<file path="src/rtl/lcc_pkg.sv">
`timescale 1ns / 1ps
`default_nettype none
// ----------------------------------------------------------------------------
// lcc_pkg
// Shared constants for the unit cube line clipper.
// ----------------------------------------------------------------------------
package lcc_pkg;
  localparam int COORD_WIDTH_DEF = 32;
  localparam int FRAC_BITS       = 16;
  localparam int T_BITS          = 32;
endpackage
`default_nettype wire

</file>
<file path="src/rtl/lcc_div.sv">
`timescale 1ns / 1ps
`default_nettype none
// ----------------------------------------------------------------------------
// lcc_div
// Pipelined restoring divider: one quotient bit per stage, T_BITS stages.
// Computes floor(num * 2^T_BITS / den) for 0 <= num < den.
// ----------------------------------------------------------------------------
module lcc_div #(
  parameter int DW = 34,
  parameter int SW = 8
) (
  input  wire logic          clk,
  input  wire logic          adv,
  input  wire logic [DW-1:0] num,
  input  wire logic [DW-1:0] den,
  input  wire logic [SW-1:0] side_in,
  output logic [31:0]        quo,
  output logic [SW-1:0]      side_out
);
  import lcc_pkg::*;

  logic [DW:0]     rem_r  [T_BITS+1];
  logic [DW-1:0]   den_r  [T_BITS+1];
  logic [T_BITS-1:0] q_r  [T_BITS+1];
  logic [SW-1:0]   side_r [T_BITS+1];

  always_comb begin
    rem_r[0]  = {1'b0, num};
    den_r[0]  = den;
    q_r[0]    = '0;
    side_r[0] = side_in;
  end

  for (genvar k = 0; k < T_BITS; k++) begin : g_st
    logic [DW:0] sh;
    logic        ge;
    assign sh = {rem_r[k][DW-1:0], 1'b0};
    assign ge = sh >= {1'b0, den_r[k]};
    always_ff @(posedge clk) begin
      if (adv) begin
        rem_r[k+1]  <= ge ? sh - {1'b0, den_r[k]} : sh;
        den_r[k+1]  <= den_r[k];
        q_r[k+1]    <= {q_r[k][T_BITS-2:0], ge};
        side_r[k+1] <= side_r[k];
      end
    end
  end

  assign quo      = q_r[T_BITS];
  assign side_out = side_r[T_BITS];
endmodule
`default_nettype wire

</file>
<file path="config.mk">
export PLATFORM = sky130hd
export DESIGN_NAME = lcc_div
export DESIGN_NICKNAME = d
export VERILOG_FILES = /design/src/rtl/lcc_pkg.sv /design/src/rtl/lcc_div.sv
export SDC_FILE = /design/constraint.sdc
export NUM_CORES = 2
export LEC_CHECK = 0
export BUFFER_PORTS_ARGS = -buffer_cell sky130_fd_sc_hd__buf_2
export CORE_UTILIZATION = 60
export CTS_BUF_LIST = sky130_fd_sc_hd__clkbuf_8
export DETAILED_ROUTE_END_ITERATION = 6
export PLACE_DENSITY = 0.81
export RECOVER_POWER = 100
export REMOVE_ABC_BUFFERS = 1
export SYNTH_ARGS = -nofsm -noshare
export SYNTH_HDL_FRONTEND = slang
export SYNTH_SLANG_ARGS = --single-unit
</file>
<file path="constraint.sdc">
create_clock -name clk -period 3.4 [get_ports clk]
set_input_delay 0.51 -clock clk [delete_from_list [all_inputs] [get_ports clk]]
set_output_delay 0.51 -clock clk [all_outputs]
set_load 0.01 [all_outputs]
</file>
==> metrics.txt <==
nets 17000; synthesis-stage register bit count 2892; RSZ-0062 raised after global routing true; clock-pin transition on the worst setup and hold timing paths 0.07 ns; worst slew pin tran 1.78 ns; Psw 78.8 mW; Sw Ratio 0.394; top_reg_cell synth edfxtp_1; Syn. warnings 0; CTS tree yes; die width 509 µm; Tot Pwr 200 mW; clock power share 0.147; Tmin final 4.25 ns; synthesized netlist cell count 13200; Final WS setup -0.850 ns; CP max stage delay 0.54 ns; maximum vdd drop 0.564 mV; ys async rst share 0; Final Cell Area 195000 µm²; filler cell count in the final layout 14200; Avg Cell Area, Syn 11.7 µm²; layout cells sized above 1 0.273; worst-path fanout max 6; 1st-iter DRT viols 12400; H-Tree Depth 5; global route total overflow 0; Hold Crit Class in2reg; DP Area 172000 µm²; Max Fclk 235 MHz; Worst-Skew Late Latency 1.17 ns; synth top area cells edfxtp_1, ha_1, a21oi_1; Layout area overhead 26.4%; clock sink total 2892; starting density of the core 0.605; Rows 185; LEAKAGE 82.2 nW; Die Area 259000 µm²; routed length per instance 22.7 µm; post-synth top area share 0.563; Worst Hold Slack 0.109 ns; Reg2Reg Launch Point g_st[6].sh[2]$_DFFE_PP_; crit path max-delay cell type a221o_1; Final ANT Viol Nets 0; Hold Vio Cnt, Final 0; CTS Buffer Depth 4; sequential power share 0.297; status complete, but fails checks; largest net degree at the start of global routing 126; die height 509 µm; P_int 121 mW; initial antenna violation count 23; Synth Cell Area 154000 µm²; Post-Route WL 445 mm; capture point of the worst reg-to-reg path q_r[800]$_DFFE_PP_; cts bufs inserted 461; WP data required 4.19 ns; failing checks design-rule violations, max-capacitance violations, max-slew violations, negative setup slack; clk_skew 0.112 ns; Post-Layout Cell Count 19600; CTS root buf clkbuf_8; Setup CP Type reg2reg; worst slack, placed -0.604 ns; worst-path cell chain ha_4 > buf_6 > nor2_4 > a211oi_4 > o21ai_4 > a221o_1 > a31oi_4 > a31o_4 > a211o_1 > a31oi_4 > o311a_4 > buf_8 > buf_12 > buf_16 > clkinvlp_4; Tcrit/Tclk final 1.25; Synth top cells by count edfxtp_1, inv_1, a21oi_1; startpoint types flip-flop; I/O pin total 118; Power Density 1030 nW/µm²; # setup viols final 962; drt pass-1 iters 7; CP Launch Point g_st[6].sh[2]$_DFFE_PP_; Gate power share 0.556; Max Cap Viol 5; CP endpoint kind flip-flop; placed insts 18100; R2R cell count 15; first-pass GRT wire length 613 mm; fin. max-slew vios 376; EDFF count, synth 2892; critical path endpoint q_r[800]$_DFFE_PP_; CP most frequent cell a31oi_4; Core Area 255000 µm²; vias 120000; gpl congestion 0.972; number of port buffers 117; Worst slew margin -0.185; DP HPWL 273 mm; Data arrival, critical path 5.04 ns; count leader, synth edfxtp_1; synth unique cells 93; DRC errors left 32; Vias per Instance 6.15; Seq/Total Area, Yosys 0.563; Tot GR Track Use 0.301; leading area contributor after synthesis edfxtp_1; FF-to-FF setup slack -0.85 ns; vias in the first global route 115000
-- worst min path at each step --
stage | from | to | slack (ns) | depth (start not counted)
finish | den[9] | den_r[1063]$_DFFE_PP_ | 0.11 | 2
global route | side_in[5] | side_r[253]$_DFFE_PP_ | 0.08 | 2
CTS | den[8] | den_r[1062]$_DFFE_PP_ | 0.03 | 2
detailed placement | q_r[175]$_DFFE_PP_ | q_r[144]$_DFFE_PP_ | 0.40 | 0
global placement | q_r[32]$_DFFE_PP_ | quo[1]$_DFFE_PP_ | 0.40 | 0
floorplan | q_r[131]$_DFFE_PP_ | q_r[100]$_DFFE_PP_ | 0.40 | 0
-- critical path, delay by kind of cell, from the launching register on --
kind / cells / cell delay [ns]
AO/OA/AOI/OAI: 8 / 2.18
buffers and inverters: 5 / 0.79
flip-flops: 1 / 0.48
adder cells (fa/ha/maj): 1 / 0.29
AND/OR/NAND/NOR: 1 / 0.11
-- cell type report --
class / instances / area [µm²] / share of cell area
Antenna cell: 18 / 45.0 / 0.000231
Clock buffer: 466 / 6410 / 0.0329
Clock inverter: 372 / 2430 / 0.0125
Inverter: 1312 / 4950 / 0.0254
Multi-Input combinational cell: 8611 / 68300 / 0.350
Sequential cell: 2892 / 86800 / 0.445
Tap cell: 3366 / 4210 / 0.0216
Timing Repair Buffer: 2543 / 21900 / 0.112
-- placed cells by master (no fill, tap or decap), types with 51 or more instances in the layout --
cell / synthesis / final
a211oi_1: 91 / 53
a21o_1: 530 / 529
a21oi_1: 1130 / 938
a21oi_2: 0 / 155
a31oi_1: 104 / 72
and2_1: 57 / 52
and3_1: 74 / 70
buf_12: 0 / 91
buf_4: 49 / 1623
buf_6: 4 / 140
clkbuf_1: 258 / 157
clkbuf_4: 0 / 251
clkbuf_8: 0 / 470
clkinv_1: 0 / 116
clkinv_2: 0 / 77
dlygate4sd3_1: 0 / 76
edfxtp_1: 2892 / 2892
ha_1: 1087 / 978
ha_4: 0 / 100
inv_1: 1311 / 1380
inv_2: 1 / 51
mux2_2: 350 / 219
mux2_4: 28 / 161
nand2_1: 967 / 860
nand2_2: 0 / 59
nand2b_1: 132 / 127
nand3_1: 184 / 172
nand4_1: 187 / 187
nor2_1: 655 / 543
nor2_4: 0 / 76
nor2b_1: 129 / 114
nor3_1: 127 / 113
o21a_1: 102 / 99
o21ai_0: 890 / 590
o21ai_1: 10 / 117
o21ai_2: 2 / 165
o21bai_1: 131 / 126
xnor2_1: 548 / 545
xor2_1: 392 / 387
-- power groups by stage --
stage	registers (mW)	logic (mW)	clock network [mW]
6_report	59.3	111	29.4
5_1_grt	59.7	118	31.3
4_1_cts	58.4	94.6	29.6
3_5_place_dp	58.8	83.8	0
3_3_place_gp	58.6	81.4	0
2_1_floorplan	55.6	55.4	0
-- layer usage --
metal,up-vias,global-route usage,part of all wire
li1,53800,-,-
met1,57000,0.333,0.34
met2,7036,0.531,0.49
met3,2577,0.0500,0.081
met4,24,0.202,0.088
met5,-,0,0.00036
-- stage by stage --
step	util	TNS [ns]
after floorplan	-	-1025.92
final	0.765	-179.33
after global placement	0.675	-147.28
after detailed placement	0.675	-190.37
after CTS	0.739	-41.91
after global routing	0.765	-299.36
-- timing repair --
action / CTS / global route
buffers inserted: 220 / 285
pin swaps: 297 / 485
cloned: 59 / 41
hold buffers: 76 / 0
endpoints found under the hold margin: 92 / 0
setup endpoints to repair: 943 / 988
resized for setup: 869 / 1324
-- sequential cells by signal, indices dropped and copies added (netlist names) --
| signal | flops |
|---|---|
| side_r | 248 |
| den_r | 1054 |
| g_st.sh | 1054 |
| q_r | 496 |
| side_out | 8 |
| quo | 32 |
-- logic make-up after synthesis --
family                   synth area share
adder cells (fa/ha/maj)            0.0922
AO/OA/AOI/OAI                       0.137
flip-flops                          0.563
XOR/XNOR                           0.0534
multiplexers                       0.0290
AND/OR/NAND/NOR                    0.0828
buffers and inverters              0.0422
Power figures use the tool's default switching activity.
